File: src/rtl/lesq_pkg.sv
// lesq_pkg: shared widths, types, register indexes and helpers for the
// largest empty square scan. No dependencies.
package lesq_pkg;

  localparam int DEF_MAX_WIDTH  = 1024;
  localparam int DEF_MAX_HEIGHT = 1024;

  localparam int SCORE_W   = 11;
  localparam int COORD_W   = 10;
  localparam int CFG_IDX_W = 2;

  typedef logic [SCORE_W-1:0]   score_t;
  typedef logic [COORD_W-1:0]   coord_t;
  typedef logic [CFG_IDX_W-1:0] cfg_idx_t;

  localparam cfg_idx_t REG_GRID_WIDTH  = cfg_idx_t'(0);
  localparam cfg_idx_t REG_GRID_HEIGHT = cfg_idx_t'(1);

  localparam score_t SCORE_MAX = '1;

  // per-cell position flags handed from the raster counter to the score stage
  typedef struct packed {
    logic first_row;
    logic first_col;
    logic last_cell;
  } cell_ctl_t;

  function automatic score_t min3(input score_t a, input score_t b, input score_t c);
    score_t m;
    m = (a < b) ? a : b;
    return (m < c) ? m : c;
  endfunction

endpackage

File: src/rtl/lesq_raster.sv
// lesq_raster: column and row counters that place each accepted cell in the
// grid and flag the last cell. Depends on lesq_pkg.
module lesq_raster #(
  parameter int MAX_WIDTH  = lesq_pkg::DEF_MAX_WIDTH,
  parameter int MAX_HEIGHT = lesq_pkg::DEF_MAX_HEIGHT
) (
  input  logic                              clk,
  input  logic                              rst_n,
  input  logic                              advance,
  input  lesq_pkg::score_t                  grid_width,
  input  lesq_pkg::score_t                  grid_height,
  output logic [$clog2(MAX_WIDTH)-1:0]      col,
  output logic [$clog2(MAX_HEIGHT+1)-1:0]   row,
  output lesq_pkg::cell_ctl_t               ctl
);

  localparam int ColW = $clog2(MAX_WIDTH);
  localparam int RowW = $clog2(MAX_HEIGHT + 1);

  logic [ColW-1:0] col_cnt_r, col_cnt_nxt;
  logic [RowW-1:0] row_cnt_r, row_cnt_nxt;
  lesq_pkg::score_t w_eff, h_eff;
  logic wrap, last_col, last_row;

  always_comb begin
    if (grid_width == '0) begin
      w_eff = lesq_pkg::score_t'(1);
    end else if (32'(grid_width) > MAX_WIDTH) begin
      w_eff = lesq_pkg::score_t'(MAX_WIDTH);
    end else begin
      w_eff = grid_width;
    end
    if (grid_height == '0) begin
      h_eff = lesq_pkg::score_t'(1);
    end else if (32'(grid_height) > MAX_HEIGHT) begin
      h_eff = lesq_pkg::score_t'(MAX_HEIGHT);
    end else begin
      h_eff = grid_height;
    end
  end

  always_comb begin
    // a column left beyond a narrowed width starts the next row
    wrap = 32'(col_cnt_r) >= 32'(w_eff);
    col  = wrap ? '0 : col_cnt_r;
    row  = wrap ? RowW'(row_cnt_r + 1'b1) : row_cnt_r;

    last_col = (32'(col) + 32'd1) >= 32'(w_eff);
    last_row = (32'(row) + 32'd1) >= 32'(h_eff);

    ctl.first_row = (row == '0);
    ctl.first_col = (col == '0);
    ctl.last_cell = last_col && last_row;

    if (ctl.last_cell) begin
      col_cnt_nxt = '0;
      row_cnt_nxt = '0;
    end else if (last_col) begin
      col_cnt_nxt = '0;
      row_cnt_nxt = RowW'(row + 1'b1);
    end else begin
      col_cnt_nxt = ColW'(col + 1'b1);
      row_cnt_nxt = row;
    end
  end

  always_ff @(posedge clk) begin
    if (!rst_n) begin
      col_cnt_r <= '0;
      row_cnt_r <= '0;
    end else if (advance) begin
      col_cnt_r <= col_cnt_nxt;
      row_cnt_r <= row_cnt_nxt;
    end
  end

endmodule

File: config.mk
export PLATFORM = sky130hd
export DESIGN_NAME = lesq_raster
export DESIGN_NICKNAME = d
export VERILOG_FILES = /design/src/rtl/lesq_pkg.sv /design/src/rtl/lesq_raster.sv
export SDC_FILE = /design/constraint.sdc
export NUM_CORES = 1
export LEC_CHECK = 0
export BUFFER_PORTS_ARGS = -buffer_cell sky130_fd_sc_hd__buf_2
export CAP_MARGIN = 20
export CORE_AREA = 2 2 72 74
export CTS_BUF_LIST = sky130_fd_sc_hd__clkbuf_2 sky130_fd_sc_hd__clkbuf_4 sky130_fd_sc_hd__clkbuf_8
export DETAILED_ROUTE_END_ITERATION = 10
export DIE_AREA = 0 0 74 76
export HOLD_SLACK_MARGIN = 0.05
export PLACE_DENSITY_LB_ADDON = 0.08
export SLEW_MARGIN = 30
export SYNTH_ARGS = -nofsm -noshare
export SYNTH_HDL_FRONTEND = slang
export SYNTH_SLANG_ARGS = --single-unit
File: constraint.sdc
create_clock -name clk -period 10.9 [get_ports clk]
set_clock_uncertainty 0.15 [all_clocks]
set_input_delay 0.545 -clock clk [delete_from_list [all_inputs] [get_ports clk]]
set_output_delay 0.545 -clock clk [all_outputs]
set_load 0.01 [all_outputs]
==> flow_summary.json, run 1 <==
{
  "numCtsBuffers": 3,
  "worstSetupStartpoint": "grid_width[6]",
  "pin_count": 49,
  "ctsRootBufferMaster": "clkbuf_8",
  "hpwl_um": 5650,
  "cts_sinks": 21,
  "placementRows": 26,
  "power_density_mw_per_mm2": 58.4,
  "antenna_found_initial": 0,
  "finalHoldViolCount": 0,
  "timing.final.crit_share_pct": 60.5,
  "synth_seq_area_share_pct": 14.9,
  "tightest_slew_ps": 769,
  "crit_fanout": 11,
  "grt_pass1_wl_um": 12400,
  "crit_slowest_cell": "a221oi_1",
  "crit_path_end_kind": "output pin",
  "port_buffers": 48,
  "cp-start-kind": "input pin",
  "p_leak_nw": 1.44,
  "tritoncts": "done",
  "grt_use_total_pct": 26.8,
  "worstHoldPathType": "flop to flop",
  "reg2reg_to": "row_cnt_r[7]$_SDFFE_PN0P_",
  "cpMostUsedCell": "ha_1",
  "grt_start_max_net_pins": 35,
  "period_needed_ps": 6590,
  "cts.htree.levels": 1,
  "layout_common_cells": "nand2_1 (51), buf_2 (48), ha_1 (37), xnor2_1 (27), nor2_1 (22)",
  "critPathCapture": "ctl[0]",
  "ys_types": 61,
  "drv_cap": 0,
  "cts_resized": 0,
  "die_x_um": 74,
  "drive_gt1_share_pct": 15.2,
  "grt_pass1_vias": 2705,
  "antennaDiodeCount": 0,
  "areaGrowthSynthToFinish_pct": 9.92,
  "core_mm2": 0.00491,
  "syn_area_mm2": 0.00281,
  "async_flop_share_pct": 0,
  "via_per_inst": 5.77,
  "start_util_pct": 57.3,
  "gp_routability_congestion": 0.872,
  "dieArea_mm2": 0.00562,
  "reg2reg_slack_ps": 5270,
  "rsz0062_at_grt": "false",
  "finalPower_mw": 0.181,
  "die_h_um": 76,
  "worstSetupPathType": "input pin to output pin",
  "drtPass1Iterations": 4,
  "relSlewSlack_pct": 48.8,
  "synth-main-ff-cell": "dfxtp_1",
  "finalNetCount": 478,
  "drcViolationCount": 0,
  "fillerInstances": 455,
  "setup_viol": 0,
  "cts_setup_buffers": 0,
  "dp.cells": 481,
  "vdd_drop_max_uv": 67.5,
  "crit_required_ps": 10210,
  "hold_buffers": 0,
  "dr_total_vias": 2797,
  "max_stage_delay_ps": 560,
  "reg2reg_from": "col_cnt_r[8]$_SDFFE_PN0P_",
  "status": "finished clean",
  "r2r_cells": 22,
  "grt_overflow": 0,
  "ys.warnings.count": 0,
  "wirelength_um": 7080,
  "synth_nets": 443,
  "slew_viol_final": 0,
  "fin_setup_tns_ps": 0,
  "final_common_cell": "nand2_1",
  "fmax_mhz": 152,
  "cp.arrival_ps": 5890,
  "synth_area_per_cell_um2": 7.39,
  "fin_cells": 485,
  "antenna_left": 0,
  "path_clk_slew_ps": 70,
  "wl_per_cell_um": 14.6,
  "synth_edf_count": 0,
  "syn_inst": 381,
  "drt_iter0_drc": 228,
  "clock_latency_ps": 260,
  "ys_ff_latch": 21,
  "clockBufferDepth": 2
}
cell families (layout without fill, tap and decap cells):
| family | after synthesis | in the layout | share of synthesized area, % |
|---|---|---|---|
| mux | 2 | 2 | 0.845 |
| fa+ha+maj | 37 | 37 | 16.5 |
| xor+xnor | 35 | 35 | 10.9 |
| simple gates | 172 | 172 | 31.8 |
| flops | 21 | 21 | 14.9 |
| buf+inv | 40 | 74 | 6.54 |
| compound gates | 74 | 74 | 18.5 |
routing by layer:
| metal | track usage (%) | vias to the layer above | part of all wire, % |
|---|---|---|---|
| met1 | 40.9 | 1299 | 50 |
| met5 | 0 | - | 0 |
| li1 | - | 1436 | - |
| met2 | 40.5 | 57 | 45 |
| met4 | 4.00 | 0 | 0.30 |
| met3 | 3.70 | 5 | 4.6 |
state kept, by name (all words and copies together) (netlist names):
signal and count:
col_cnt_r 10, row_cnt_r 11
Yosys cell counts, types with 9 or more instances:
library cell | count | area share, %
inv_1 | 19 | 2.5
o21ai_0 | 11 | 2.0
a21oi_1 | 11 | 2.0
and3_1 | 11 | 2.4
nand2_1 | 51 | 6.8
ha_1 | 37 | 16
nand2b_1 | 11 | 2.4
nand3_1 | 20 | 3.6
dfxtp_1 | 21 | 15
xnor2_1 | 27 | 8.4
nor2b_1 | 10 | 2.2
a21boi_0 | 9 | 2.4
clkbuf_1 | 9 | 1.2
nor2_1 | 22 | 2.9
worst min-delay path by stage:
stage                              startpoint                         to  cells after the start
finish              col_cnt_r[1]$_SDFFE_PN0P_  col_cnt_r[1]$_SDFFE_PN0P_                      2
global route        row_cnt_r[9]$_SDFFE_PN0P_  row_cnt_r[9]$_SDFFE_PN0P_                      2
CTS                 col_cnt_r[1]$_SDFFE_PN0P_  col_cnt_r[1]$_SDFFE_PN0P_                      2
detailed placement  col_cnt_r[1]$_SDFFE_PN0P_  col_cnt_r[1]$_SDFFE_PN0P_                      2
global placement    col_cnt_r[1]$_SDFFE_PN0P_  col_cnt_r[1]$_SDFFE_PN0P_                      2
floorplan           col_cnt_r[1]$_SDFFE_PN0P_  col_cnt_r[1]$_SDFFE_PN0P_                      2
layout make-up:
class                      instances  area, µm²  share of cell area (%)
multi-input combinational        320       2210                    71.4
clock buffer                       4       48.8                    1.58
inverter                          21       78.8                    2.55
tap                               70       87.6                    2.83
sequential                        21        420                    13.6
timing repair buffer              49        248                    8.01
metrics by stage:
step | cell area [µm²] | hold slack, ps | util (%) | setup slack (ps)
2_1_floorplan | 2810 | 326 | - | 5300
3_3_place_gp | 3040 | 361 | 62.0 | 4620
3_5_place_dp | 3040 | 359 | 62.0 | 4330
4_1_cts | 3090 | 371 | 63.0 | 4300
5_1_grt | 3090 | 404 | 63.0 | 3750
6_report | 3090 | 368 | 63.0 | 4310
critical path, delay by kind of cell:
family          cells  cell delay (ps)
compound gates      9             2270
xor+xnor            1               70
fa+ha+maj           3              850
buf+inv             4              460
mux                 1              290
simple gates        8             1410
report_power, final:
part | total (mW) | switching (mW) | internal (mW)
Clock | 0.0541 | 0.0255 | 0.0286
Sequential | 0.0790 | 0.00124 | 0.0777
Combinational | 0.0476 | 0.0278 | 0.0198
Total | 0.181 | 0.0545 | 0.126
No activity file was read; power rests on OpenSTA's default activity.
==> run 2: changes to the inputs <==
--- a/config.mk
+++ b/config.mk
@@ -5,12 +5,13 @@
 export SDC_FILE = /design/constraint.sdc
 export NUM_CORES = 1
 export LEC_CHECK = 0
+export ABC_AREA = 1
 export BUFFER_PORTS_ARGS = -buffer_cell sky130_fd_sc_hd__buf_2
 export CAP_MARGIN = 20
-export CORE_AREA = 2 2 72 74
+export CORE_AREA = 2 2 74 76
 export CTS_BUF_LIST = sky130_fd_sc_hd__clkbuf_2 sky130_fd_sc_hd__clkbuf_4 sky130_fd_sc_hd__clkbuf_8
 export DETAILED_ROUTE_END_ITERATION = 10
-export DIE_AREA = 0 0 74 76
+export DIE_AREA = 0 0 76 78
 export HOLD_SLACK_MARGIN = 0.05
 export PLACE_DENSITY_LB_ADDON = 0.08
 export SLEW_MARGIN = 30
==> constraint.sdc (replaced) <==
create_clock -name clk -period 6.5 [get_ports clk]
set_clock_uncertainty 0.15 [all_clocks]
set_input_delay 0.325 -clock clk [delete_from_list [all_inputs] [get_ports clk]]
set_output_delay 0.325 -clock clk [all_outputs]
set_load 0.01 [all_outputs]
==> run 2 against run 1 <==
Net effect: utilization increased by 1.6 points; register-to-register slack got worse by 3800 ps; combinational power increased to 2.9 times the previous value; count of clock-buffer cells in the layout down 1.
==> flow_summary.json, run 2 <==
{
  "synth_area_per_cell_um2": 6.11,
  "antenna_found_initial": 0,
  "via_per_inst": 5.26,
  "synth-main-ff-cell": "dfxtp_1",
  "layout_common_cells": "nand2_1 (154), inv_1 (55), buf_2 (48), ha_1 (37), nand3_1 (32)",
  "crit_required_ps": 6020,
  "pin_count": 49,
  "synth_commonest_cells": "nand2_1 (154), inv_1 (55), ha_1 (37)",
  "cts_resized": 0,
  "dpl_cell_area_mm2": 0.00318,
  "synthTopCellsByArea": "nand2_1 (20%), ha_1 (16%), dfxtp_1 (14%)",
  "reg2reg_slack_ps": 1440,
  "synth.most_common_cell": "nand2_1",
  "ys.warnings.count": 0,
  "min_from": "advance",
  "final_util_pct": 64.6,
  "clock_latency_ps": 270,
  "core_mm2": 0.00504,
  "numCtsBuffers": 3,
  "vdd_drop_max_uv": 87.0,
  "areaGrowthSynthToFinish_pct": 11.3,
  "tritoncts": "done",
  "p_leak_nw": 1.75,
  "start_util_pct": 58.0,
  "path_clk_slew_ps": 80,
  "cpMostUsedCell": "nand2_1",
  "dr_wl_met2_um": 3930,
  "crit_path_end_kind": "output pin",
  "drcViolationCount": 0,
  "die_x_um": 76,
  "drive_gt1_share_pct": 20.4,
  "finalNetCount": 588,
  "reg2reg_to": "col_cnt_r[6]$_SDFFE_PN0P_",
  "holdWs_ps": 252,
  "dr_total_vias": 3127,
  "wl_per_cell_um": 13.2,
  "synth_top_area_cell": "nand2_1",
  "worstHoldPathCells": 3,
  "gp_routability_congestion": 0.965,
  "worst_slack_ps": 867,
  "grt_overflow": 0,
  "antennaDiodeCount": 0,
  "wirelength_um": 7840,
  "cp.arrival_ps": 5160,
  "grt_pass1_vias": 3013,
  "synth_seq_area_share_pct": 14.4,
  "worstSetupPathType": "input pin to output pin",
  "dp.cells": 587,
  "r2r_cells": 24,
  "drv_cap": 0,
  "crit_fanout": 20,
  "worstHoldPathType": "input pin to flop",
  "ys_types": 37,
  "synth_nets": 541,
  "ys_ff_latch": 21,
  "wl_met1_um": 3460,
  "finalPower_mw": 0.365,
  "hold_buffers": 0,
  "max_stage_delay_ps": 440,
  "antenna_left": 0,
  "final_area_mm2": 0.00326,
  "power_density_mw_per_mm2": 112,
  "synth_edf_count": 0,
  "cp-start-kind": "input pin",
  "ctsRootBufferMaster": "clkbuf_8",
  "fin_cells": 595,
  "place_worst_setup_slack_ps": 400,
  "syn_inst": 479,
  "cts.htree.levels": 1,
  "route.met3.wl_um": 231,
  "fillerInstances": 506,
  "port_buffers": 48,
  "status": "finished clean",
  "relSlewSlack_pct": 48.2,
  "reg2reg_from": "col_cnt_r[2]$_SDFFE_PN0P_",
  "regMostFlops": "row_cnt_r",
  "holdPathEnd": "row_cnt_r[6]$_SDFFE_PN0P_",
  "synth_top_area_share_pct": 19.8,
  "cts_sinks": 21,
  "grt_use_total_pct": 27.3,
  "worstSetupStartpoint": "grid_width[6]",
  "syn_area_mm2": 0.00293,
  "grt_start_max_net_pins": 23,
  "drtPass1Iterations": 4,
  "fin_setup_tns_ps": 0,
  "grt_pass1_wl_um": 13300,
  "crit_slowest_cell": "nor2_1",
  "drt_iter0_drc": 177,
  "setup_viol": 0,
  "largest_reg_flops": 11,
  "clockBufferDepth": 2,
  "rsz0062_at_grt": "false",
  "timing.final.crit_share_pct": 86.7,
  "tightest_slew_ps": 777,
  "top_layer_used": "met4",
  "hpwl_um": 6500,
  "async_flop_share_pct": 0,
  "slew_viol_final": 0,
  "finalHoldViolCount": 0,
  "dieArea_mm2": 0.00593,
  "fmax_mhz": 178,
  "final_common_cell": "nand2_1",
  "reg.largest.list": "row_cnt_r (11), col_cnt_r (10)",
  "period_needed_ps": 5630,
  "die_h_um": 78,
  "placementRows": 26
}
-- run 2: routing by layer --
metal / vias up / global-route usage (%)
met1: 1405 / 32.2
li1: 1623 / -
met2: 77 / 50.7
met4: 0 / 11.5
met5: - / 0
met3: 22 / 2.33
-- run 2: worst max path at each step --
stage | endpoint | slack [ps] | cells past startpoint
2_1_floorplan | ctl[0] | 1890 | 26
3_3_place_gp | col_cnt_r[6]$_SDFFE_PN0P_ | 670 | 28
3_5_place_dp | col_cnt_r[6]$_SDFFE_PN0P_ | 400 | 28
4_1_cts | ctl[0] | 570 | 26
5_1_grt | col_cnt_r[7]$_SDFFE_PN0P_ | 250 | 30
6_report | ctl[0] | 870 | 27
-- run 2: layout make-up --
cell class | instances | area [µm²] | share of cell area [%]
well taps | 70 | 87.6 | 2.69
clock buffers | 3 | 41.3 | 1.27
repair buffers | 52 | 270 | 8.30
inverters | 71 | 272 | 8.34
clock inverters | 1 | 5.00 | 0.154
multi-input cells | 377 | 2160 | 66.3
flip-flops and latches | 21 | 420 | 12.9
-- run 2: cell families (layout without fill, tap and decap cells) --
group / after synthesis / after routing / share of synthesized area (%)
buffers and inverters: 81 / 127 / 11.8
and+or+nand+nor: 275 / 275 / 43.3
DFF: 21 / 21 / 14.4
adders and majority gates: 37 / 37 / 15.8
xor gates and xnor gates: 19 / 19 / 5.95
AOI/OAI and AO/OA: 46 / 46 / 8.77
-- run 2: where the power goes --
group / total, mW / switching (mW) / internal (mW)
Clock: 0.0898 / 0.0469 / 0.0428
Sequential: 0.136 / 0.00463 / 0.132
Combinational: 0.139 / 0.0887 / 0.0502
Total: 0.365 / 0.140 / 0.225
-- run 2: worst max-delay path, delay by kind of cell --
kind	cells	cell delay, ps
buf+inv	4	470
simple gates	17	2880
fa+ha+maj	3	920
compound gates	3	540
-- run 2: what timing repair did --
item                                    CTS  global route
setup buffers                             0             4
endpoints found under the setup margin    0            13
endpoints found under the hold margin     0             0
