File: src/rtl/lesq_pkg.sv
// lesq_pkg: shared widths, types, register indexes and helpers for the
// largest empty square scan. No dependencies.
package lesq_pkg;

  localparam int DEF_MAX_WIDTH  = 1024;
  localparam int DEF_MAX_HEIGHT = 1024;

  localparam int SCORE_W   = 11;
  localparam int COORD_W   = 10;
  localparam int CFG_IDX_W = 2;

  typedef logic [SCORE_W-1:0]   score_t;
  typedef logic [COORD_W-1:0]   coord_t;
  typedef logic [CFG_IDX_W-1:0] cfg_idx_t;

  localparam cfg_idx_t REG_GRID_WIDTH  = cfg_idx_t'(0);
  localparam cfg_idx_t REG_GRID_HEIGHT = cfg_idx_t'(1);

  localparam score_t SCORE_MAX = '1;

  // per-cell position flags handed from the raster counter to the score stage
  typedef struct packed {
    logic first_row;
    logic first_col;
    logic last_cell;
  } cell_ctl_t;

  function automatic score_t min3(input score_t a, input score_t b, input score_t c);
    score_t m;
    m = (a < b) ? a : b;
    return (m < c) ? m : c;
  endfunction

endpackage

File: src/rtl/lesq_cell.sv
// lesq_cell: score stage and result register. Scores the registered cell,
// keeps left/up-left scores and the running best. Depends on lesq_pkg.
module lesq_cell #(
  parameter int MAX_WIDTH  = lesq_pkg::DEF_MAX_WIDTH,
  parameter int MAX_HEIGHT = lesq_pkg::DEF_MAX_HEIGHT
) (
  input  logic                              clk,
  input  logic                              rst_n,
  input  logic                              take,
  output logic                              take_ready,
  input  logic                              in_obstacle,
  input  logic [$clog2(MAX_WIDTH)-1:0]      in_col,
  input  logic [$clog2(MAX_HEIGHT+1)-1:0]   in_row,
  input  lesq_pkg::cell_ctl_t               in_ctl,
  input  lesq_pkg::score_t                  up_score,
  output logic                              wr_en,
  output logic [$clog2(MAX_WIDTH)-1:0]      wr_addr,
  output lesq_pkg::score_t                  wr_data,
  output logic                              out_valid,
  input  logic                              out_ready,
  output lesq_pkg::score_t                  out_cell_score,
  output lesq_pkg::score_t                  out_best_size,
  output lesq_pkg::coord_t                  out_best_row,
  output lesq_pkg::coord_t                  out_best_col,
  output logic                              out_grid_done
);

  localparam int ColW = $clog2(MAX_WIDTH);
  localparam int RowW = $clog2(MAX_HEIGHT + 1);

  // cell register
  logic                s1_valid_r;
  logic                s1_obst_r;
  logic [ColW-1:0]     s1_col_r;
  logic [RowW-1:0]     s1_row_r;
  lesq_pkg::cell_ctl_t s1_ctl_r;

  // running state
  lesq_pkg::score_t left_r, diag_r, best_r;
  lesq_pkg::coord_t best_row_r, best_col_r;

  // result register
  logic             out_valid_r;
  lesq_pkg::score_t res_score_r, res_best_r;
  lesq_pkg::coord_t res_row_r, res_col_r;
  logic             res_done_r;

  logic             s1_go;
  logic [lesq_pkg::SCORE_W:0] inc;
  lesq_pkg::score_t score, best_nxt;
  lesq_pkg::coord_t row_nxt, col_nxt;
  logic             better;

  assign s1_go      = s1_valid_r && (!out_valid_r || out_ready);
  assign take_ready = !s1_valid_r || s1_go;

  always_comb begin
    inc = {1'b0, lesq_pkg::min3(left_r, up_score, diag_r)} + 1'b1;
    if (s1_obst_r) begin
      score = '0;
    end else if (s1_ctl_r.first_row || s1_ctl_r.first_col) begin
      score = lesq_pkg::score_t'(1);
    end else if (inc[lesq_pkg::SCORE_W]) begin
      score = lesq_pkg::SCORE_MAX;
    end else begin
      score = inc[lesq_pkg::SCORE_W-1:0];
    end
    // strictly larger only, so the earliest cell keeps a tie
    better   = score > best_r;
    best_nxt = better ? score : best_r;
    row_nxt  = better ? lesq_pkg::coord_t'(s1_row_r) : best_row_r;
    col_nxt  = better ? lesq_pkg::coord_t'(s1_col_r) : best_col_r;
  end

  assign wr_en   = s1_go;
  assign wr_addr = s1_col_r;
  assign wr_data = score;

  always_ff @(posedge clk) begin
    if (!rst_n) begin
      s1_valid_r <= 1'b0;
    end else if (take_ready) begin
      s1_valid_r <= take;
    end
  end

  always_ff @(posedge clk) begin
    if (take) begin
      s1_obst_r <= in_obstacle;
      s1_col_r  <= in_col;
      s1_row_r  <= in_row;
      s1_ctl_r  <= in_ctl;
    end
  end

  always_ff @(posedge clk) begin
    if (!rst_n) begin
      left_r     <= '0;
      diag_r     <= '0;
      best_r     <= '0;
      best_row_r <= '0;
      best_col_r <= '0;
    end else if (s1_go) begin
      if (s1_ctl_r.last_cell) begin
        left_r     <= '0;
        diag_r     <= '0;
        best_r     <= '0;
        best_row_r <= '0;
        best_col_r <= '0;
      end else begin
        left_r     <= score;
        diag_r     <= up_score;
        best_r     <= best_nxt;
        best_row_r <= row_nxt;
        best_col_r <= col_nxt;
      end
    end
  end

  always_ff @(posedge clk) begin
    if (!rst_n) begin
      out_valid_r <= 1'b0;
    end else if (s1_go) begin
      out_valid_r <= 1'b1;
    end else if (out_ready) begin
      out_valid_r <= 1'b0;
    end
  end

  always_ff @(posedge clk) begin
    if (s1_go) begin
      res_score_r <= score;
      res_best_r  <= best_nxt;
      res_row_r   <= row_nxt;
      res_col_r   <= col_nxt;
      res_done_r  <= s1_ctl_r.last_cell;
    end
  end

  assign out_valid      = out_valid_r;
  assign out_cell_score = res_score_r;
  assign out_best_size  = res_best_r;
  assign out_best_row   = res_row_r;
  assign out_best_col   = res_col_r;
  assign out_grid_done  = res_done_r;

endmodule

File: config.mk
export PLATFORM = sky130hd
export DESIGN_NAME = lesq_cell
export DESIGN_NICKNAME = d
export VERILOG_FILES = /design/src/rtl/lesq_pkg.sv /design/src/rtl/lesq_cell.sv
export SDC_FILE = /design/constraint.sdc
export NUM_CORES = 1
export LEC_CHECK = 0
export BUFFER_PORTS_ARGS = -buffer_cell sky130_fd_sc_hd__buf_4
export CAP_MARGIN = 20
export CORE_ASPECT_RATIO = 0.7
export CORE_MARGIN = 2
export CORE_UTILIZATION = 50
export CTS_CLUSTER_DIAMETER = 30
export DETAILED_ROUTE_END_ITERATION = 8
export PLACE_DENSITY = 0.76
export SYNTH_ARGS = -nofsm -noshare
export SYNTH_HDL_FRONTEND = slang
export SYNTH_SLANG_ARGS = --single-unit
File: constraint.sdc
create_clock -name clk -period 7.6 [get_ports clk]
set_clock_uncertainty 0.1 [all_clocks]
set_input_delay 0.38 -clock clk [delete_from_list [all_inputs] [get_ports clk]]
set_output_delay 0.38 -clock clk [all_outputs]
set_load 0.05 [all_outputs]
==> results of run 1 <==
[worst reg2reg max path, delay by kind of cell (launching register included)]
family	cells	cell delay, ns
AO/OA/AOI/OAI	8	1.26
flip-flops	1	0.40
adder cells (fa/ha/maj)	4	1.16
multiplexers	5	1.30
buffers and inverters	3	0.56
AND/OR/NAND/NOR	9	2.21
[area by class of cell]
class / instances / area (sq um) / share of cell area [%]
clock buffers: 17 / 425.4 / 4.854
clock inverters: 15 / 198.9 / 2.270
inverters: 36 / 135.1 / 1.542
multi-input cells: 470 / 3525 / 40.21
flip-flops and latches: 122 / 3113 / 35.52
well taps: 185 / 231.5 / 2.641
repair buffers: 148 / 1136 / 12.96
[layer usage]
layer / vias up / share of wire [%] / global-route usage (%)
met5: - / 0 / 0
met4: 0 / 1.6 / 8.588
met3: 34 / 7.9 / 5.667
met2: 275 / 45 / 40.49
met1: 2882 / 46 / 37.46
li1: 2803 / - / -
[flip-flops by register name, indices dropped and copies added, names as in the netlist, 3 cells and up]
signal	cells
best_r	11
wr_addr	10
s1_row_r	10
best_col_r	10
out_best_col	10
diag_r	11
left_r	11
out_best_size	11
s1_ctl_r	3
best_row_r	10
out_cell_score	11
out_best_row	10
[synthesized netlist by cell type, drive strengths merged, types with 8 or more instances]
cell | count | area, sq um
buf | 8 | 62.55
mux2 | 35 | 394.1
and4b | 20 | 200.2
nor2 | 11 | 41.29
a21oi | 32 | 160.2
nand3 | 48 | 240.2
nor2b | 26 | 162.7
xnor2 | 10 | 87.58
mux2i | 14 | 156.4
nand3b | 32 | 240.2
dfxtp | 55 | 1101
inv | 36 | 135.1
o211ai | 42 | 315.3
o21ai | 44 | 224.0
edfxtp | 67 | 2012
nand2 | 23 | 86.33
and3 | 9 | 56.30
a22oi | 9 | 67.56
ha | 31 | 387.9
nor3 | 18 | 95.09
clkbuf | 41 | 153.9
[kinds of logic after synthesis]
| family | count (synthesis) | synth area share (%) |
|---|---|---|
| fa+ha+maj | 31 | 5.591 |
| buf+inv | 85 | 5.068 |
| mux | 49 | 7.935 |
| xor+xnor | 11 | 1.389 |
| compound gates | 164 | 16.01 |
| simple gates | 215 | 19.13 |
| flops | 122 | 44.87 |
[power by group]
part / internal, mW / switching (mW) / total (mW)
Combinational: 0.107 / 0.191 / 0.298
Clock: 0.529 / 0.340 / 0.869
Sequential: 0.733 / 0.0212 / 0.754
Total: 1.37 / 0.552 / 1.92
[final timing paths]
path              depth (start not counted)               to  slack [ns]      start
setup reg to reg                         29  out_best_row[6]        0.37  left_r[7]
setup / recovery                         29  out_best_row[6]        0.37  left_r[7]
hold reg to reg                           2        best_r[1]        0.41  best_r[1]
hold / removal                            1      s1_row_r[3]        0.03  in_row[3]
[per-stage QoR]
step,utilization [%],power [mW],hold WS (ns),area [sq um]
2_1_floorplan,-,0.9680,0.3244,7007
3_3_place_gp,60.83,1.053,0.3932,8125
3_5_place_dp,60.83,1.061,0.4029,8125
4_1_cts,65.51,1.927,0.01598,8750
5_1_grt,65.62,1.976,0.01907,8765
6_report,65.62,1.921,0.02810,8765
[what timing repair did]
| action | 4_1_cts | 5_1_grt |
|---|---|---|
| endpoints found under the setup margin | 0 | 45 |
| setup buffers | 0 | 1 |
| resized for setup | 0 | 2 |
==> flow_metrics.py, run 1 <==
metrics = {
    "logic_synthesis": {
        "synth_cell_types": 69,
        "ys_seq_area_share_pct": 44.87,
        "yosys_warnings": 0,
        "postSynthCellCount": 677,
        "syn-num-nets": 748,
        "avgSynthCellArea_sq_um": 10.25,
        "ys.flop_type": "edfxtp_1",
        "async_reset_ff_share_pct": 0,
        "synth_edf_count": 67,
        "ys_seq_elements": 122,
        "syn_area_sq_um": 6938,
    },
    "setup_path": {
        "cp_data_required_time_ns": 7.67,
        "worstSetupEndpointType": "register",
        "cp_slowest_cell": "or4b_2",
        "path_class": "register to register",
        "cpPeakStageDelay_ns": 0.65,
        "crit_path_frequent_cell": "ha_1",
        "crit_family": "simple AND/OR/NAND/NOR gates",
        "worst-path-buf-inv": 3,
        "crit_path_max_fanout": 33,
        "worstPathArrival_ns": 7.30,
        "crit_path_start_kind": "register",
    },
    "die": {
        "die_w_um": 144.8,
        "core_area_sq_um": 13360,
        "initial_core_util_pct": 51.94,
        "die_area_sq_um": 14850,
        "rows": 35,
        "pin_count": 107,
        "die_h_um": 102.6,
    },
    "grt": {
        "grt_pass1_vias": 5788,
        "grt_max_degree": 108,
        "grt_pass1_wl_mm": 30.02,
        "overflow": 0,
        "antenna_found_initial": 0,
        "grtUsageTotal_pct": 26.37,
    },
    "timing": {
        "tns_ns": 0,
        "fin_crit_sh_pct": 95.15,
        "grt_setup_unrepaired": "false",
        "finalWorstSetupSlack_ns": 0.3685,
        "final_hold_viol_count": 0,
        "setup_viol": 0,
        "drv_slew": 0,
        "fmax_ghz": 0.1383,
        "max-slew-margin-rel_pct": 34.07,
        "max_slew.worst_pin.slew_ns": 0.9890,
        "period_minus_slack_ns": 7.232,
    },
    "place": {
        "pre_cts_slack_ns": 0.1053,
        "post-dp-hpwl_mm": 12.90,
        "place.gp.congestion": 0.9067,
        "placedCellCount": 960,
        "port_buffers": 105,
    },
    "clock_tree": {
        "cts_sinks": 122,
        "cts-buffers-inserted": 17,
        "insertion_delay_ns": 0.42,
        "cts_tree": "yes",
        "clkTransAtPathRegs_ns": 0.06,
        "hold_buffers": 0,
        "root_buffer": "clkbuf_16",
        "htreeDepth": 4,
        "clk_path_buf_depth": 2,
    },
    "cells_and_area": {
        "syn2layout_area_growth_pct": 26.33,
        "final_common_cell": "buf_4",
        "final_cell_mix": "buf_4, edfxtp_1, dfxtp_1, nand3_1, o211ai_1",
        "stdcell_count": 993,
        "nFillCells": 1040,
        "drive_gt1_share_pct": 26.98,
        "antennaDiodeCount": 0,
        "final_nets": 866,
    },
    "run": {
        "maxCapViolations": 0,
    },
    "detailed_routing": {
        "wirelength_mm": 19.21,
        "antenna_left": 0,
        "drt_pass1_iterations": 5,
        "vias": 5994,
        "drt_iter0_drc": 499,
        "route.detailed.drc": 0,
        "wire_per_inst_um": 19.35,
        "viasPerCell": 6.036,
    },
    "hold_path": {
        "hold_class": "input port to register",
    },
    "power": {
        "powerDensity_nw_per_um2": 219.2,
        "vdd_drop_max_mv": 0.1560,
        "p_leak_nw": 3.438,
    },
    "status": {
        "status": "finished, final reports clean",
    },
}
No activity file was read; power rests on OpenSTA's default activity.
==> run 2, diff against run 1 <==
--- a/config.mk
+++ b/config.mk
@@ -5,14 +5,15 @@
 export SDC_FILE = /design/constraint.sdc
 export NUM_CORES = 1
 export LEC_CHECK = 0
-export BUFFER_PORTS_ARGS = -buffer_cell sky130_fd_sc_hd__buf_4
+export BUFFER_PORTS_ARGS = -buffer_cell sky130_fd_sc_hd__buf_2
 export CAP_MARGIN = 20
 export CORE_ASPECT_RATIO = 0.7
 export CORE_MARGIN = 2
 export CORE_UTILIZATION = 50
 export CTS_CLUSTER_DIAMETER = 30
 export DETAILED_ROUTE_END_ITERATION = 8
-export PLACE_DENSITY = 0.76
+export GPL_ROUTABILITY_DRIVEN = 0
+export PLACE_DENSITY = 0.77
 export SYNTH_ARGS = -nofsm -noshare
 export SYNTH_HDL_FRONTEND = slang
 export SYNTH_SLANG_ARGS = --single-unit
==> run 2 against run 1 <==
Sequential power hardly changed. Register-to-register slack worse by 0.03 ns. Fmax is 0.37% lower. Sequential share of layout area is 1.7 points higher. Combinational power is 7.7% lower. Cell count is 1.7% lower. First-iteration DRC count is 31% higher. Routed wire length is 6.0% lower. Non-clock buffer count is 17 lower. Via count is 1.8% lower. Critical path depth stayed put. Critical endpoint is now out_best_row[8].
==> flow_metrics.py, run 2 (same netlist as run 1, synthesis figures left out) <==
metrics = {
    "clock_tree": {
        "cts-buffers-inserted": 17,
        "hold_buffers": 0,
        "insertion_delay_ns": 0.41,
        "cts_tree": "yes",
        "clkTransAtPathRegs_ns": 0.06,
        "htreeDepth": 4,
        "clk_path_buf_depth": 2,
        "root_buffer": "clkbuf_16",
        "cts_sinks": 122,
    },
    "timing": {
        "tns_ns": 0,
        "setup_viol": 0,
        "finalWorstSetupSlack_ns": 0.3420,
        "fmax_ghz": 0.1378,
        "period_minus_slack_ns": 7.258,
        "hold-worst-slack_ns": 0.03991,
        "max_slew.worst_pin.slew_ns": 0.9950,
        "fin_crit_sh_pct": 95.50,
        "drv_slew": 0,
        "max-slew-margin-rel_pct": 33.66,
        "final_hold_viol_count": 0,
        "grt_setup_unrepaired": "false",
    },
    "setup_path": {
        "r2r_start": "left_r[8]",
        "worstPathArrival_ns": 7.32,
        "crit_path_start_kind": "register",
        "cp_data_required_time_ns": 7.66,
        "crit_family": "simple AND/OR/NAND/NOR gates",
        "crit_path_frequent_cell": "ha_1",
        "worst-path-buf-inv": 3,
        "crit_path_max_fanout": 38,
        "worstSetupStartpoint": "left_r[8]",
        "cp_slowest_cell": "or4b_2",
        "path_class": "register to register",
        "worstSetupEndpointType": "register",
        "cpPeakStageDelay_ns": 0.65,
    },
    "detailed_routing": {
        "viasPerCell": 6.033,
        "drt_iter0_drc": 653,
        "vias": 5888,
        "drt_pass1_iterations": 6,
        "wire_per_inst_um": 18.49,
        "wirelength_mm": 18.05,
        "route.detailed.drc": 0,
        "antenna_left": 0,
    },
    "power": {
        "p_leak_nw": 3.267,
        "vdd_drop_max_mv": 0.1789,
        "powerDensity_nw_per_um2": 225.7,
    },
    "place": {
        "placed_area_sq_um": 7722,
        "pre_cts_slack_ns": 0.1586,
        "port_buffers": 105,
        "post-dp-hpwl_mm": 11.73,
    },
    "cells_and_area": {
        "fin_area_sq_um": 8359,
        "final_nets": 849,
        "antennaDiodeCount": 0,
        "syn2layout_area_growth_pct": 20.49,
        "final_common_cell": "buf_2",
        "final_cell_mix": "buf_2, edfxtp_1, dfxtp_1, nand3_1, o211ai_1",
        "nFillCells": 1045,
        "drive_gt1_share_pct": 25.03,
        "fin_util_pct": 62.59,
    },
    "hold_path": {
        "hp-start": "in_row[7]",
        "hold_class": "input port to register",
    },
    "die": {
        "die_h_um": 102.6,
        "die_w_um": 144.8,
        "initial_core_util_pct": 51.94,
        "rows": 35,
        "die_area_sq_um": 14850,
        "core_area_sq_um": 13360,
        "pin_count": 107,
    },
    "grt": {
        "overflow": 0,
        "grt_pass1_vias": 5558,
        "grt_pass1_wl_mm": 28.26,
        "grt_max_degree": 108,
        "grtUsageTotal_pct": 24.51,
        "antenna_found_initial": 0,
    },
    "status": {
        "status": "finished, final reports clean",
    },
    "run": {
        "maxCapViolations": 0,
    },
}
-- run 2: cell types whose count changed in the layout (fill, tap and decap cells not counted), moves of 2 or more --
cell / delta
buf_2: +105
buf_4: -122
clkinv_2: +2
clkinv_4: +2
inv_6: -5
inv_8: -2
-- run 2: final timing paths --
check        slack [ns]               to  cells past startpoint
max                0.34  out_best_row[8]                     29
min                0.04      s1_row_r[7]                      1
max reg2reg        0.34  out_best_row[8]                     29
min reg2reg        0.42        best_r[3]                      2
-- run 2: power by group --
group	leakage [nW]	switching [mW]	internal (mW)	total [mW]
Sequential	1.10	0.0182	0.733	0.751
Clock	0.303	0.310	0.551	0.861
Combinational	1.87	0.189	0.0861	0.275
Total	3.27	0.516	1.37	1.89
-- run 2: layout make-up --
class	instances	area [sq um]	area share (%)
inverter	36	135.1	1.617
clock buffer	18	429.2	5.134
tap	185	231.5	2.769
clock inverter	14	193.9	2.320
multi-input combinational	470	3520	42.10
sequential	122	3113	37.24
timing repair buffer	131	737.0	8.816
-- run 2: layer usage --
layer	share of wire [%]	GRT usage, %	vias to the layer above
met4	1.6	7.020	0
met3	7.9	6.410	35
met5	0	0	-
li1	-	-	2765
met1	46	34.40	2805
met2	45	37.77	283
-- run 2: what timing repair did --
| action | CTS | global route |
|---|---|---|
| setup buffers | 0 | 1 |
| gates resized for setup | 0 | 2 |
| endpoints found under the setup margin | 0 | 26 |
-- run 2: per-stage QoR --
stage / instances / power (mW)
6_report: 976 / 1.886
3_3_place_gp: 943 / 1.027
2_1_floorplan: 677 / 0.9680
5_1_grt: 976 / 1.947
3_5_place_dp: 943 / 1.035
4_1_cts: 975 / 1.892
==> run 3, diff against run 2 <==
--- a/config.mk
+++ b/config.mk
@@ -9,11 +9,13 @@
 export CAP_MARGIN = 20
 export CORE_ASPECT_RATIO = 0.7
 export CORE_MARGIN = 2
-export CORE_UTILIZATION = 50
+export CORE_UTILIZATION = 52
 export CTS_CLUSTER_DIAMETER = 30
 export DETAILED_ROUTE_END_ITERATION = 8
 export GPL_ROUTABILITY_DRIVEN = 0
-export PLACE_DENSITY = 0.77
+export MAX_ROUTING_LAYER = met4
+export PLACE_DENSITY = 0.8
+export SLEW_MARGIN = 25
 export SYNTH_ARGS = -nofsm -noshare
 export SYNTH_HDL_FRONTEND = slang
 export SYNTH_SLANG_ARGS = --single-unit
==> run 3 against run 2 <==
Critical path depth fell by 2. Combinational power barely moved. Via count rose by 0.14%. Fmax rose by 0.24%. Core utilization rose by 0.97 points. Non-clock buffer count fell by 1. Sequential cell count did not move. Clock-buffer cell count fell by 1. Sequential power barely moved. Sequential share of layout area rose by 0.17 points.
==> flow_metrics.py, run 3 (same netlist as run 1, synthesis figures left out) <==
metrics = {
    "timing": {
        "setup_viol": 0,
        "max_slew.worst_pin.slew_ns": 0.9890,
        "final_hold_viol_count": 0,
        "fin_crit_sh_pct": 95.27,
        "drv_slew": 0,
        "fmax_ghz": 0.1381,
        "max-slew-margin-rel_pct": 34.07,
        "grt_setup_unrepaired": "false",
        "period_minus_slack_ns": 7.241,
        "tns_ns": 0,
    },
    "hold_path": {
        "hold_class": "input port to register",
        "holdPathEnd": "s1_row_r[5]",
        "hold_path_depth": 1,
        "hp-start": "in_row[5]",
    },
    "status": {
        "status": "finished, final reports clean",
    },
    "detailed_routing": {
        "viasPerCell": 6.167,
        "wirelength_mm": 17.73,
        "vias": 5896,
        "drt_iter0_drc": 620,
        "route.detailed.drc": 0,
        "drt_pass1_iterations": 6,
        "wire_per_inst_um": 18.54,
        "antenna_left": 0,
    },
    "setup_path": {
        "cp_slowest_cell": "or4b_2",
        "path_class": "register to register",
        "crit_path_frequent_cell": "ha_1",
        "crit_path_max_fanout": 21,
        "reg2reg_depth": 27,
        "cp_data_required_time_ns": 7.65,
        "rrSetupSlack_ns": 0.36,
        "worst-path-buf-inv": 1,
        "crit_path_start_kind": "register",
        "worstPathArrival_ns": 7.29,
        "worstSetupStartpoint": "left_r[8]",
        "worstSetupEndpointType": "register",
        "r2r_start": "left_r[8]",
        "cpPeakStageDelay_ns": 0.64,
        "rr_endpoint": "out_best_col[0]",
        "crit_family": "simple AND/OR/NAND/NOR gates",
    },
    "cells_and_area": {
        "final_cell_mix": "buf_2, edfxtp_1, dfxtp_1, nand3_1, o211ai_1",
        "nFillCells": 1024,
        "final_nets": 848,
        "syn2layout_area_growth_pct": 19.95,
        "antennaDiodeCount": 0,
        "fin_area_sq_um": 8322,
        "drive_gt1_share_pct": 25.19,
        "final_common_cell": "buf_2",
    },
    "power": {
        "powerDensity_nw_per_um2": 223.7,
        "p_leak_nw": 3.251,
        "vdd_drop_max_mv": 0.1961,
        "p_int_mw": 1.341,
        "p_comb_share_pct": 14.8,
        "seq_power_share_pct": 40.3,
        "p_sw_uw": 520.7,
        "switching_share_pct": 27.97,
        "clkPwrFrac_pct": 45.0,
    },
    "run": {
        "maxCapViolations": 0,
    },
    "grt": {
        "gr-max-usage-layer": "met2",
        "grtUsageTotal_pct": 26.20,
        "grt_pass1_vias": 5722,
        "use_met3_pct": 5.463,
        "antenna_found_initial": 0,
        "gr-usage-met1_pct": 35.75,
        "met2_usage_pct": 38.87,
        "grt_max_degree": 108,
        "grt_pass1_wl_mm": 28.88,
        "overflow": 0,
    },
    "die": {
        "die_h_um": 100.6,
        "die_area_sq_um": 14300,
        "rows": 35,
        "die_w_um": 142.1,
        "core_area_sq_um": 13090,
        "pin_count": 107,
        "initial_core_util_pct": 52.99,
    },
    "clock_tree": {
        "cts_tree": "yes",
        "cts_sinks": 122,
        "root_buffer": "clkbuf_16",
        "clk_path_buf_depth": 2,
        "clkTransAtPathRegs_ns": 0.06,
        "htreeDepth": 4,
        "cts-buffers-inserted": 17,
        "hold_buffers": 0,
        "insertion_delay_ns": 0.41,
        "post_cts_buffers": 0,
    },
    "place": {
        "post-dp-hpwl_mm": 11.49,
        "placed_area_sq_um": 7699,
        "port_buffers": 105,
    },
}
## run 3: power groups by stage
stage	Sequential, mW	Clock [mW]	Combinational, mW
floorplan	0.820	0	0.148
global placement	0.761	0	0.265
detailed placement	0.763	0	0.272
CTS	0.749	0.841	0.274
global route	0.753	0.874	0.293
finish	0.749	0.837	0.275
## run 3: layout make-up
cell class | instances | area [sq um] | area share [%]
Multi-Input combinational cell | 470 | 3525 | 42.35
Sequential cell | 122 | 3113 | 37.41
Timing Repair Buffer | 130 | 725.7 | 8.720
Clock buffer | 17 | 425.4 | 5.112
Tap cell | 166 | 207.7 | 2.496
Clock inverter | 15 | 190.2 | 2.285
Inverter | 36 | 135.1 | 1.624
## run 3: per-layer routing
layer / up-vias / wire [um]
li1: 2757 / -
met4: 0 / 363
met2: 280 / 7975
met3: 41 / 1310
met1: 2818 / 8079
met5: - / 0
## run 3: how the worst max path moves through the flow
stage,endpoint,slack (ns),depth (start not counted)
floorplan,out_best_size[0],0.0005,33
global placement,out_best_col[2],0.26,29
detailed placement,out_best_col[0],0.09,29
CTS,out_best_col[0],0.22,27
global route,out_best_col[0],0.04,28
finish,out_best_col[0],0.36,27
## run 3: per-stage QoR
stage	instances	setup WS, ns	hold slack (ns)	util [%]	power [mW]
2_1_floorplan	677	0.0005307	0.3244	-	0.9680
3_3_place_gp	924	0.2624	0.3916	58.80	1.027
3_5_place_dp	924	0.08888	0.4071	58.80	1.034
4_1_cts	956	0.2235	0.02607	63.50	1.865
5_1_grt	956	0.03634	0.02026	63.55	1.920
6_report	956	0.3594	0.03584	63.55	1.861
## run 3: repair_timing
item                                    4_1_cts  5_1_grt
endpoints found under the hold margin         0        0
gates resized for setup                       0        2
endpoints found under the setup margin        0       25
